<file path="config.mk">
export PLATFORM = sky130hd
export DESIGN_NAME = pending_request_table
export DESIGN_NICKNAME = d
export VERILOG_FILES = /design/src/sv/prt_pkg.sv /design/src/sv/prt_cmp_unit.sv /design/src/sv/pending_request_table.sv
export SDC_FILE = /design/constraint.sdc
export NUM_CORES = 1
export LEC_CHECK = 0
export ABC_AREA = 0
export ABC_CLOCK_PERIOD_IN_PS = 15550
export BUFFER_PORTS_ARGS = -buffer_cell sky130_fd_sc_hd__buf_2
export CAP_MARGIN = 30
export CORE_ASPECT_RATIO = 0.5
export CORE_MARGIN = 2
export CORE_UTILIZATION = 39
export CTS_CLUSTER_DIAMETER = 40
export DETAILED_ROUTE_END_ITERATION = 10
export GPL_ROUTABILITY_DRIVEN = 0
export SLEW_MARGIN = 15
export SYNTH_ARGS = -nofsm -noshare
export SYNTH_HDL_FRONTEND = slang
export SYNTH_HIERARCHICAL = 1
export SYNTH_SLANG_ARGS = --single-unit
</file>
<file path="constraint.sdc">
create_clock -name clk -period 15.55 [get_ports clk]
set_input_delay 0 -clock clk [delete_from_list [all_inputs] [get_ports clk]]
set_output_delay 0 -clock clk [all_outputs]
set_load 0.03 [all_outputs]
</file>
<file path="src/sv/prt_pkg.sv">
// ----------------------------------------------------------------------------
// prt_pkg: shared types and constants of the pending request table
// Holds the item mode codes, the result status codes, the table entry layout
// and the request format of the shared compare unit.
// ----------------------------------------------------------------------------
`default_nettype none

package prt_pkg;

  // Mode of an input item.
  typedef enum logic [1:0] {
    MODE_ADD    = 2'd0,
    MODE_REMOVE = 2'd1,
    MODE_TAKE   = 2'd2,
    MODE_DROP   = 2'd3
  } mode_t;

  // Status of a result item.
  typedef enum logic [1:0] {
    ST_OK      = 2'd0,
    ST_FULL    = 2'd1,
    ST_NOMATCH = 2'd2
  } status_t;

  // Expiry limit after reset, in seconds.
  localparam logic [15:0] EXPIRY_RESET = 16'd60;

  // One stored table entry.
  typedef struct packed {
    logic        kind;
    logic [31:0] tag;
    logic [15:0] loc;
    logic [15:0] child;
    logic [31:0] stamp;
  } entry_t;

  // Operation of the shared compare unit.
  typedef enum logic {
    CMP_AGE = 1'b0,
    CMP_TAG = 1'b1
  } cmp_op_t;

  // Request to the shared compare unit.
  typedef struct packed {
    cmp_op_t     op;
    logic [31:0] now;
    logic [31:0] stamp;
    logic [15:0] expiry;
    logic [31:0] key;
    logic [31:0] tag;
  } cmp_req_t;

endpackage

`default_nettype wire

</file>
<file path="src/sv/prt_cmp_unit.sv">
// ----------------------------------------------------------------------------
// prt_cmp_unit: shared compare unit of the pending request table
// Either tests whether an entry has outlived the expiry limit (wrapping age
// greater than the limit) or whether its tag equals the search key.
// ----------------------------------------------------------------------------
`default_nettype none

module prt_cmp_unit (
  input  prt_pkg::cmp_req_t req,
  output logic              hit
);
  import prt_pkg::*;

  logic [31:0] age;

  // The age wraps as an unsigned 32-bit difference.
  assign age = req.now - req.stamp;

  always_comb begin
    unique case (req.op)
      CMP_AGE: hit = (age > {16'd0, req.expiry});
      CMP_TAG: hit = (req.key == req.tag);
      default: hit = 1'b0;
    endcase
  end

endmodule

`default_nettype wire

</file>
<file path="src/sv/pending_request_table.sv">
// ----------------------------------------------------------------------------
// pending_request_table: table of outstanding requests with expiry
// Register items sweep expired entries and fill the lowest free slot; take and
// drop items free the lowest valid entry whose tag matches.
// ----------------------------------------------------------------------------
// Sequence: a register item reads and evaluates each slot in turn (S_READ,
// then S_EVAL) and then fills a slot or reports a full table in S_WRITE; a
// take or drop item reads and evaluates slots until one matches or the last
// is done. busy falls as the result strobe is shown, so the next item can be
// accepted while the strobe is high, but not before the last item is finished.
// Reset clears all valid bits and restores the expiry limit to 60 seconds.
`default_nettype none

module pending_request_table #(
  parameter int TABLE_DEPTH = 4
) (
  input  wire logic        clk,
  input  wire logic        rst_n,
  input  wire logic        start,
  output logic             busy,
  input  wire logic [1:0]  in_mode,
  input  wire logic [31:0] in_request_tag,
  input  wire logic [15:0] in_local_handle,
  input  wire logic [15:0] in_child_handle,
  input  wire logic [31:0] in_now_seconds,
  output logic             out_valid,
  output logic [1:0]       out_status,
  output logic             out_entry_kind,
  output logic [15:0]      out_entry_local_handle,
  output logic [15:0]      out_entry_child_handle,
  output logic [1:0]       out_slot_index,
  input  wire logic        cfg_we,
  input  wire logic [15:0] cfg_wdata
);
  import prt_pkg::*;

  localparam int IDX_W = (TABLE_DEPTH > 1) ? $clog2(TABLE_DEPTH) : 1;
  localparam logic [IDX_W-1:0] LAST_IDX = IDX_W'(TABLE_DEPTH - 1);

  typedef enum logic [1:0] {
    S_IDLE,
    S_READ,
    S_EVAL,
    S_WRITE
  } state_t;

  state_t                 state_r;
  logic [TABLE_DEPTH-1:0] valid_r;
  logic [IDX_W-1:0]       cnt_r;
  logic [IDX_W-1:0]       idx_r;
  logic                   found_r;
  logic [15:0]            expiry_r;

  // Captured input item.
  mode_t       mode_r;
  logic [31:0] tag_r;
  logic [15:0] loc_r;
  logic [15:0] child_r;
  logic [31:0] now_r;

  // Result registers.
  logic        out_valid_r;
  status_t     status_r;
  logic        kind_out_r;
  logic [15:0] loc_out_r;
  logic [15:0] child_out_r;
  logic [1:0]  slot_out_r;

  // Entry memory with registered read data.
  entry_t mem [TABLE_DEPTH];
  entry_t rd_r;
  logic   wr_en;
  entry_t wr_entry;

  cmp_req_t cmp_req;
  logic     cmp_hit;
  logic     is_reg;
  logic     last;
  logic     cur_valid;
  logic [IDX_W+1:0] cnt_ext;
  logic [IDX_W+1:0] idx_ext;

  assign is_reg    = (mode_r == MODE_ADD) || (mode_r == MODE_REMOVE);
  assign last      = (cnt_r == LAST_IDX);
  assign cur_valid = valid_r[cnt_r];
  assign cnt_ext   = {2'b00, cnt_r};
  assign idx_ext   = {2'b00, idx_r};

  // Entry memory: one write port for fills, one read port for the scan.
  assign wr_en    = (state_r == S_WRITE) && found_r;
  assign wr_entry = '{kind:  (mode_r == MODE_REMOVE),
                      tag:   tag_r,
                      loc:   loc_r,
                      child: child_r,
                      stamp: now_r};

  always_ff @(posedge clk) begin
    if (wr_en) begin
      mem[idx_r] <= wr_entry;
    end
    rd_r <= mem[cnt_r];
  end

  // Shared compare unit: age test on register items, tag test otherwise.
  always_comb begin
    cmp_req.op     = is_reg ? CMP_AGE : CMP_TAG;
    cmp_req.now    = now_r;
    cmp_req.stamp  = rd_r.stamp;
    cmp_req.expiry = expiry_r;
    cmp_req.key    = tag_r;
    cmp_req.tag    = rd_r.tag;
  end

  prt_cmp_unit u_cmp (
    .req (cmp_req),
    .hit (cmp_hit)
  );

  // Sequencer: state, valid bits, expiry register and result registers.
  always_ff @(posedge clk) begin
    if (!rst_n) begin
      state_r     <= S_IDLE;
      valid_r     <= '0;
      cnt_r       <= '0;
      found_r     <= 1'b0;
      expiry_r    <= EXPIRY_RESET;
      out_valid_r <= 1'b0;
    end else begin
      out_valid_r <= 1'b0;
      if (cfg_we) begin
        expiry_r <= cfg_wdata;
      end
      unique case (state_r)
        S_IDLE: begin
          if (start) begin
            mode_r  <= mode_t'(in_mode);
            tag_r   <= in_request_tag;
            loc_r   <= in_local_handle;
            child_r <= in_child_handle;
            now_r   <= in_now_seconds;
            cnt_r   <= '0;
            found_r <= 1'b0;
            state_r <= S_READ;
          end
        end
        S_READ: begin
          state_r <= S_EVAL;
        end
        S_EVAL: begin
          if (is_reg) begin
            // Sweep this slot, then note it if it is the first free one.
            if (cur_valid && cmp_hit) begin
              valid_r[cnt_r] <= 1'b0;
            end
            if ((!cur_valid || cmp_hit) && !found_r) begin
              found_r <= 1'b1;
              idx_r   <= cnt_r;
            end
            if (last) begin
              state_r <= S_WRITE;
            end else begin
              cnt_r   <= cnt_r + 1'b1;
              state_r <= S_READ;
            end
          end else if (cur_valid && cmp_hit) begin
            // First matching entry: free it and report it.
            valid_r[cnt_r] <= 1'b0;
            out_valid_r    <= 1'b1;
            status_r       <= ST_OK;
            slot_out_r     <= cnt_ext[1:0];
            if (mode_r == MODE_TAKE) begin
              kind_out_r  <= rd_r.kind;
              loc_out_r   <= rd_r.loc;
              child_out_r <= rd_r.child;
            end else begin
              kind_out_r  <= 1'b0;
              loc_out_r   <= '0;
              child_out_r <= '0;
            end
            state_r <= S_IDLE;
          end else if (last) begin
            out_valid_r <= 1'b1;
            status_r    <= ST_NOMATCH;
            slot_out_r  <= '0;
            kind_out_r  <= 1'b0;
            loc_out_r   <= '0;
            child_out_r <= '0;
            state_r     <= S_IDLE;
          end else begin
            cnt_r   <= cnt_r + 1'b1;
            state_r <= S_READ;
          end
        end
        S_WRITE: begin
          // Fill the free slot found by the scan, or report a full table.
          out_valid_r <= 1'b1;
          kind_out_r  <= 1'b0;
          loc_out_r   <= '0;
          child_out_r <= '0;
          if (found_r) begin
            valid_r[idx_r] <= 1'b1;
            status_r       <= ST_OK;
            slot_out_r     <= idx_ext[1:0];
          end else begin
            status_r   <= ST_FULL;
            slot_out_r <= '0;
          end
          state_r <= S_IDLE;
        end
        default: begin
          state_r <= S_IDLE;
        end
      endcase
    end
  end

  assign busy                   = (state_r != S_IDLE);
  assign out_valid              = out_valid_r;
  assign out_status             = status_r;
  assign out_entry_kind         = kind_out_r;
  assign out_entry_local_handle = loc_out_r;
  assign out_entry_child_handle = child_out_r;
  assign out_slot_index         = slot_out_r;

endmodule

`default_nettype wire

</file>
**After elaboration in Yosys (flattened, before gate mapping)**

Memory sizes are Yosys's and may differ from the RTL's. A register that Yosys moved wholly into a read port is not among the register bits.
Cells that the tools add are included.

- Register bits: 163
- Bits in latches: 0
- Bits in writable memories: 388
- Memory bits (read-only): 0
- Input bits: 118
- Output and inout port bits: 39
- Logic and storage cells: 119
- Memories kept: 1

- Add/sub/neg operators: 2
- $mul: 0
- Div/mod/pow operators: 0
- Magnitude comparators: 5
- Equal/unequal tests: 15
- Shift-type cells: 0
- Multiplexer cells: 56
- Bitwise operators: 3
- Reductions and logical operators: 20

Memory list:

| name | words | bits a word | rd ports | clocked after memory_dff | wr ports | line | RTL |
|---|---|---|---|---|---|---|---|
| mem | 4 | 97 | 1 | 1 | 1 | pending_request_table.sv:70 | `entry_t mem [TABLE_DEPTH];` |

Operator list:

| operator | count |
|---|---|
| two-way mux 16 bit | 7 |
| one-hot mux 16 bit (2 select lines) | 2 |
| equality test 32 bit | 1 |
| > comparator 32 x 16 -> 1 bit | 1 |
| subtractor 32 bit | 1 |
| two-way mux 2 bit | 14 |
| two-way mux 1 bit | 19 |
| != test 2 bit (second input constant) | 6 |
| one-hot mux 2 bit (2 select lines) | 3 |
| AND reduction 4 bit | 3 |
| AND reduction 3 bit | 3 |
| equality test 2 bit (second input constant) | 4 |
| two-way mux 4 bit | 2 |
| one-hot mux 1 bit (2 select lines) | 4 |
| one-hot mux 2 bit (4 select lines) | 1 |
| one-hot mux 4 bit (2 select lines) | 1 |
| < comparator 2 x 3 -> 1 bit (second input constant) | 2 |
| != test 3 bit (second input constant) | 2 |
| nonzero test 2 bit | 3 |
| logical AND 1 bit | 5 |
| AND 4 bit | 1 |
| demux 1 bit (select 2 bit) | 2 |
| equality test 2 x 1 -> 1 bit (second input constant) | 2 |
| >= comparator 2 x 1 -> 1 bit (second input constant) | 2 |
| other kinds (7) | 10 |

**Logic depth before layout (Yosys ltp)**

Gate-level depths: netlist of the first run.

- Word-level depth: 9
- Depth in mapped cells: 25
- Gate-level depth less buffers: 24

**Hierarchy**

The synthesis of the first run kept the hierarchy.

By module, submodules not included:

| module | instances | cells an instance | area an instance (um2) |
|---|---|---|---|
| pending_request_table | 1 | 908 | 21,426.8 |
| prt_cmp_unit | 1 | 417 | 2,775.2 |

**Worst setup path after synthesis of the first run**

Ideal clock, no wire load.

- Path type: register to register
- From: register state_r[1]
- To: register child_r[0], enable pin
- Library setup time: 0.829 ns
- Arrival time: 10.648 ns
- Required time: 14.721 ns
- Slack: 4.073 ns
- Stages on the path, launching flop included: 3
- Buffers on the path: 1
- Cells stage by stage: dfxtp_1 -> clkbuf_1 -> nor4b_1

- Word-level cells in the longest chain between the ends: 2

Ends and longest elaborated chain:

| what | line | RTL |
|---|---|---|
| start: declaration | pending_request_table.sv:47 | `state_t state_r;` |
| start signal: assignment | pending_request_table.sv:122 | `state_r <= S_IDLE;` |
| start signal: assignment | pending_request_table.sv:143 | `state_r <= S_READ;` |
| start signal: assignment | pending_request_table.sv:147 | `state_r <= S_EVAL;` |
| logical NOT 2 bit | pending_request_table.sv:133 | `unique case (state_r)` |
| AND reduction 3 bit (no source line) | n/a |  |
| end signal: assignment | pending_request_table.sv:139 | `child_r <= in_child_handle;` |
| end: declaration | pending_request_table.sv:58 | `logic [15:0] child_r;` |

Every way passes these cells.
A chain may end at the register's enable or synchronous reset.

**Final worst setup path of the first run**

- From: register now_r[3]
- To: register loc_out_r[12], in the netlist out_entry_local_handle[12], enable pin

- Word-level cells in the longest chain between the ends: 6

Ends and longest elaborated chain:

| what | line | RTL |
|---|---|---|
| start: declaration | pending_request_table.sv:59 | `logic [31:0] now_r;` |
| start signal: assignment | pending_request_table.sv:140 | `now_r <= in_now_seconds;` |
| subtractor 32 bit | prt_cmp_unit.sv:17 | `assign age = req.now - req.stamp;` |
| > comparator 32 x 16 -> 1 bit | prt_cmp_unit.sv:21 | `CMP_AGE: hit = (age > {16'd0, req.expiry});` |
| one-hot mux 1 bit (2 select lines) | prt_cmp_unit.sv:20 | `unique case (req.op)` |
| via cmp_hit | pending_request_table.sv:76 | `logic cmp_hit;` |
| logical AND 1 bit | pending_request_table.sv:165 | `end else if (cur_valid && cmp_hit) begin` |
| != test 3 bit (no source line) | n/a |  |
| AND reduction 4 bit (no source line) | n/a |  |
| end signal: assignment | pending_request_table.sv:173 | `loc_out_r <= rd_r.loc;` |
| end: declaration | pending_request_table.sv:65 | `logic [15:0] loc_out_r;` |

The timed path passes the listed nets, and every way through them passes these cells.

==> impl_metrics.ini, run 1 <==
[run_status]
status = completed

[timing]
fin_crit_sh = 0.390
min_period_ns = 6.06
setup_viol = 0
hold_viol = 0
clock-skew-final_ns = 0.0186
rsz0062_at_grt = false
tightest_slew_ns = 0.883
fmax_ghz = 0.165
slew_violations = 0
max_slew_margin = 0.411
final.setup.tns_ns = 0

[setup_path]
crit_family = compound AO/OA/AOI/OAI gates
critPathSlowestCell = buf_4
required_ns = 15.77
path_class = reg -> reg
crit_arrival_ns = 6.28
cp-start-kind = flip-flop
cp_max_fo = 29
endpoint_kind = flip-flop
cpMostUsedCell = a21oi_1
cpPeakStageDelay_ns = 0.46
cp.buffers_inverters = 1
crit_chain = ha_1 > a21o_1 > a21oi_1 > a21oi_1 > nor3_1 > o21a_1 > o21ai_0 > nand3_1 > nand2_1 > xor2_1 > ha_1 > nand4_1 > a2111oi_0 > nor3_1 > a21oi_1 > nor4_2 > nand4b_1 > a2111oi_2 > a31oi_1 > nand2_1 > o22ai_2 > o21ai_0 > a21oi_4 > buf_4

[placed_design]
port_buffers = 156
place_hpwl_um = 28100

[clock_tree]
cts_tree = yes
clkLatencyLatePin_ns = 0.58
post_cts_buffers = 0
cts_root_buffer = clkbuf_16
clockBufferDepth = 3
htree_levels = 3
numCtsBuffers = 66
clk_pin_slew_ns = 0.06
clock_sinks = 648

[power]
power.density_nw_per_um2 = 123
switching_share = 0.207
internal-power_mw = 2.87
pwr-share-clk = 0.429
p_comb_frac = 0.044
p_leak_nw = 10.2
p_sw_mw = 0.749
vdd_drop_max_mv = 0.0582
p_total_mw = 3.62
pwr-share-seq = 0.527

[synthesis]
synth_cell_types = 67
yosysMostFrequentCell = edfxtp_1
post_synth_instance_area_sq_um = 24200
ys_ff_latch = 648
synthFlopType = edfxtp_1
yosysTopAreaCell = edfxtp_1
ys_seq_area_frac = 0.753
synth_fp_nets = 1495
synth_area_per_cell_sq_um = 18.3
synth_top_area_frac = 0.651
ys_async_sr_fraction = 0
yosysWarnings = 6
yosys-top-cells-count = edfxtp_1, dfxtp_1, mux4_2, inv_1, a21oi_1
synthCells = 1325
synth_edf_count = 525
synth.area.top_cells = edfxtp_1, dfxtp_1, mux4_2

[global_route]
grt_pass1_wl_um = 74700
antenna_found_initial = 1
grt_max_degree = 51
grt_overflow = 0
grtUsageTotal = 0.151
grt_pass1_vias = 13096

[die]
ios = 157
core-area_sq_um = 61300
fp-row-count = 64
start_util = 0.395
die_x_um = 356
dieArea_sq_um = 64200
dieHeight_um = 180

[route]
wire_per_inst_um = 18.8
drt_iter0_markers = 753
drcViolationCount = 0
vias_per_cell = 4.86
first_pass_iters = 5
vias = 12355
ant_nets = 0
routed_wl_um = 47900

[min_path]
min_path_type = in -> reg

[final_layout]
final_nets = 1835
layout-drive-gt1-share = 0.231
antenna-diode-count = 0
synthToLayoutAreaGrowth_pct = 22.1

[job]
cap_violations = 0
[per-layer routing]
layer | GRT usage | vias to the layer above | part of all wire
met5 | 0 | - | 0.00027
met4 | 0.0508 | 2 | 0.026
met3 | 0.0269 | 82 | 0.028
met2 | 0.265 | 166 | 0.52
met1 | 0.189 | 6274 | 0.42
li1 | - | 5831 | -
[registers in the layout, indices dropped and copies added (netlist names)]
| signal | count |
|---|---|
| child_r | 16 |
| cmp_req | 64 |
| cnt_r | 2 |
| expiry_r | 16 |
| found_r | 1 |
| idx_r | 2 |
| loc_r | 16 |
| mem | 388 |
| mode_r | 2 |
| now_r | 32 |
| out_entry_child_handle | 16 |
| out_entry_kind | 1 |
| out_entry_local_handle | 16 |
| out_slot_index | 2 |
| out_status | 2 |
| out_valid | 1 |
| rd_r | 33 |
| state_r | 2 |
| tag_r | 32 |
| valid_r | 4 |
[metrics by stage]
step	instances	cell area (sq um)	setup slack, ns	util	hold slack (ns)
3_5_place_dp	2285	26000	9.54	0.425	0.179
4_1_cts	2541	29500	9.49	0.482	0.0972
2_1_floorplan	1325	24200	4.07	-	0.0989
3_3_place_gp	2285	26000	9.68	0.425	0.176
6_report	2542	29500	9.49	0.482	0.132
5_1_grt	2542	29500	9.04	0.482	0.102
[cell families after synthesis]
group	count (synthesis)	share of synthesized area
flops	648	0.753
mux	121	0.100
buf+inv	103	0.0177
simple gates	206	0.0456
xor+xnor	50	0.0181
fa+ha+maj	52	0.0272
compound gates	145	0.0380
[repair_timing]
action	in CTS	in global routing
hold buffers	136	0
resized for setup	0	0
hold endpoints to repair	121	0
[final timing paths]
check | cells after the start | start | to | slack, ns
max | 24 | now_r[3]$_DFFE_PP_ | out_entry_local_handle[12]$_SDFFCE_PP0P_ | 9.49
min | 2 | in_request_tag[25] | tag_r[25]$_DFFE_PP_ | 0.13
max reg2reg | 24 | now_r[3]$_DFFE_PP_ | out_entry_local_handle[12]$_SDFFCE_PP0P_ | 9.49
min reg2reg | 0 | loc_r[4]$_DFFE_PP_ | mem[3][52]$_DFFE_PP_ | 0.50
[power groups by stage]
stage               registers [mW]  logic (mW)  clock network, mW
floorplan                     1.94      0.0876                  0
global placement              1.95       0.130                  0
detailed placement            1.95       0.131                  0
CTS                           1.91       0.160               1.60
global route                  1.91       0.176               1.67
finish                        1.91       0.160               1.55
[placed cells by master, fill, tap and decap left out, drive strengths merged, types with 4 or more instances in the layout]
cell	n
nor4	13
o21ai	31
nand2	49
a21oi	52
or2	4
clkinv	16
o21a	7
dfxtp	123
a31oi	4
nand3	16
mux2i	23
xnor2	10
nand4	14
xor2	40
a21boi	5
bufinv	5
and2	37
buf	176
nor3	10
o211ai	5
edfxtp	525
dlygate4sd3	136
ha	51
mux4	97
inv	72
o22ai	4
nor2	36
clkbuf	87
nor2b	9
a21o	10
[layout make-up]
class	count	area, sq um
fillers	5115	31700
clock buffers	87	1770
well taps	825	1030
flip-flops and latches	648	18200
multi-input cells	574	5580
clock inverters	33	370
repair buffers	312	2310
inverters	63	236
[worst reg2reg max path, stage by stage (launching register included)]
cell	delay [ns]
edfxtp_1	0.45
ha_1	0.38
a21o_1	0.18
a21oi_1	0.18
a21oi_1	0.13
nor3_1	0.31
o21a_1	0.22
o21ai_0	0.13
nand3_1	0.13
nand2_1	0.07
xor2_1	0.15
ha_1	0.29
nand4_1	0.13
a2111oi_0	0.33
nor3_1	0.10
a21oi_1	0.29
nor4_2	0.09
nand4b_1	0.14
a2111oi_2	0.06
a31oi_1	0.33
nand2_1	0.14
o22ai_2	0.37
o21ai_0	0.25
a21oi_4	0.38
buf_4	0.46
No activity file was read; power rests on OpenSTA's default activity.
==> run 2: changes to the inputs <==
Settings changed: ABC_CLOCK_PERIOD_IN_PS 15550 to 5700.
Clock period 15.55 ns to 5.7 ns, I/O delays scaled along.
==> run 2 against run 1 <==
- sequential share of layout area rose by 0.14 points
- first-iteration DRC count rose by 12%
- combinational power rose to 2.7 times the previous value
- non-clock buffer count fell by 1
- highest routed layer is now met4
- flip-flop and latch count did not move
- sequential power rose to 2.7 times the previous value
- clock skew rose by 0.0046 ns
- fmax rose by 14%
- setup slack got worse by 9.1 ns
==> impl_metrics.ini, run 2 (same netlist as run 1, synthesis figures left out) <==
[power]
p_total_mw = 9.60
power.density_nw_per_um2 = 326
vdd_drop_max_mv = 0.260
p_leak_nw = 10.2

[route]
ant_nets = 0
vias = 12372
vias_per_cell = 4.88
first_pass_iters = 5
drcViolationCount = 0
routed_wl_um = 47700
wire_per_inst_um = 18.8
drt_iter0_markers = 845

[clock_tree]
clk_pin_slew_ns = 0.07
htree_levels = 2
cts_root_buffer = clkbuf_16
cts_tree = yes
clkLatencyLatePin_ns = 0.61
numCtsBuffers = 60
clockBufferDepth = 3
clock_sinks = 648

[final_layout]
seq_area_sq_um = 18200
fillCellCount = 5146
final_nets = 1828
regMostFlops = mem
multi_input_area_sq_um = 5620
layout-drive-gt1-share = 0.229
synthToLayoutAreaGrowth_pct = 21.8
design_area_sq_um = 29500
largest_reg_flops = 388
final_common_cell = edfxtp_1
layout_common_cells = edfxtp_1, buf_2, dlygate4sd3_1

[min_path]
min_path_cells = 2
min_path_type = in -> reg

[timing]
hold_viol = 0
fmax_ghz = 0.188
fin_crit_sh = 0.932
setup_viol = 0
clock-skew-final_ns = 0.0232
max_slew_margin = 0.442
rsz0062_at_grt = false
slew_violations = 0
min_period_ns = 5.31
tightest_slew_ns = 0.837

[global_route]
grt_pass1_wl_um = 74300
top_usage_layer = met2
grtUsageTotal = 0.149
gr-usage-met3 = 0.0220
use_met1 = 0.194
grt_pass1_vias = 12870
grt_overflow = 0
antenna_found_initial = 1
grt_use_met2 = 0.263
grt_max_degree = 99

[placed_design]
placed_area_sq_um = 26100
port_buffers = 156
place_hpwl_um = 28000

[setup_path]
path_class = reg -> reg
cpPeakStageDelay_ns = 0.46
critPathSlowestCell = edfxtp_1
crit_chain = ha_1 > a21o_1 > a21oi_1 > a21oi_1 > nor3_2 > o21a_1 > o21ai_0 > nand3_1 > nand2_1 > xor2_1 > ha_1 > nand4_1 > nor4_1 > a21oi_2 > nor4_2 > nand4b_1 > a2111oi_2 > a31oi_2 > nand2_1 > o22ai_2 > o21ai_0 > a21oi_4 > buf_12
endpoint_kind = flip-flop
r2r_cells = 23
required_ns = 6.04
cp-start-kind = flip-flop
crit_arrival_ns = 5.65
cp_max_fo = 35

[die]
fp-row-count = 64
ios = 157
dieHeight_um = 180
die_x_um = 356
start_util = 0.395
core-area_sq_um = 61300
dieArea_sq_um = 64200

[job]
cap_violations = 0

[run_status]
status = completed
run 2: changes by cell type in the layout (fill, tap and decap cells not counted), sizes merged:
cell | previous run | this run
clkbuf | 87 | 81
inv | 72 | 68
clkinvlp | 3 | 6
bufinv | 5 | 3
clkinv | 16 | 18
buf | 176 | 175
diode | 0 | 1
run 2: metal layers:
layer / wire length (um) / vias up
met3: 1450 / 63
met2: 25000 / 153
met1: 20500 / 6336
met5: 0 / -
li1: - / 5820
met4: 747 / 0
run 2: critical path, delay by kind of cell, from the launching register on:
| family | cells | cell delay [ns] |
|---|---|---|
| buf+inv | 1 | 0.19 |
| xor+xnor | 1 | 0.15 |
| flops | 1 | 0.46 |
| fa+ha+maj | 2 | 0.67 |
| compound gates | 11 | 2.06 |
| simple gates | 8 | 1.47 |
run 2: final cells by class:
cell class	count	share of cell area
flip-flops and latches	648	0.619
multi-input cells	574	0.191
clock buffers	81	0.0574
repair buffers	311	0.0803
clock inverters	32	0.00964
inverters	63	0.00802
diodes	1	0.0000849
well taps	825	0.0350
run 2: worst paths after layout:
| path | startpoint | slack (ns) | to |
|---|---|---|---|
| hold reg to reg | child_r[3]$_DFFE_PP_ | 0.49 | mem[1][35]$_DFFE_PP_ |
| setup / recovery | now_r[3]$_DFFE_PP_ | 0.39 | out_entry_local_handle[9]$_SDFFCE_PP0P_ |
| setup reg to reg | now_r[3]$_DFFE_PP_ | 0.39 | out_entry_local_handle[9]$_SDFFCE_PP0P_ |
| hold / removal | in_local_handle[8] | 0.10 | loc_r[8]$_DFFE_PP_ |
run 2: repair_timing:
item / CTS / global route
gates resized for setup: 0 / 4
endpoints found under the setup margin: 0 / 66
hold endpoints to repair: 123 / 0
buffers inserted: 0 / 0
hold buffers: 136 / 0
run 2: per-stage QoR:
stage / instances / setup slack, ns / hold slack, ns / utilization / TNS (ns)
6_report: 2535 / 0.389 / 0.101 / 0.481 / 0
3_3_place_gp: 2283 / 0.454 / 0.176 / 0.426 / 0
2_1_floorplan: 1325 / -0.789 / 0.0989 / - / -77.31
3_5_place_dp: 2284 / 0.256 / 0.178 / 0.426 / 0
4_1_cts: 2533 / 0.221 / 0.0553 / 0.480 / 0
5_1_grt: 2535 / 0.0442 / 0.0768 / 0.481 / 0
run 2: report_power, final:
| group | internal, mW | switching (mW) | total (mW) |
|---|---|---|---|
| Clock | 2.23 | 1.73 | 3.96 |
| Combinational | 0.222 | 0.211 | 0.433 |
| Sequential | 5.16 | 0.0548 | 5.21 |
| Total | 7.61 | 1.99 | 9.60 |
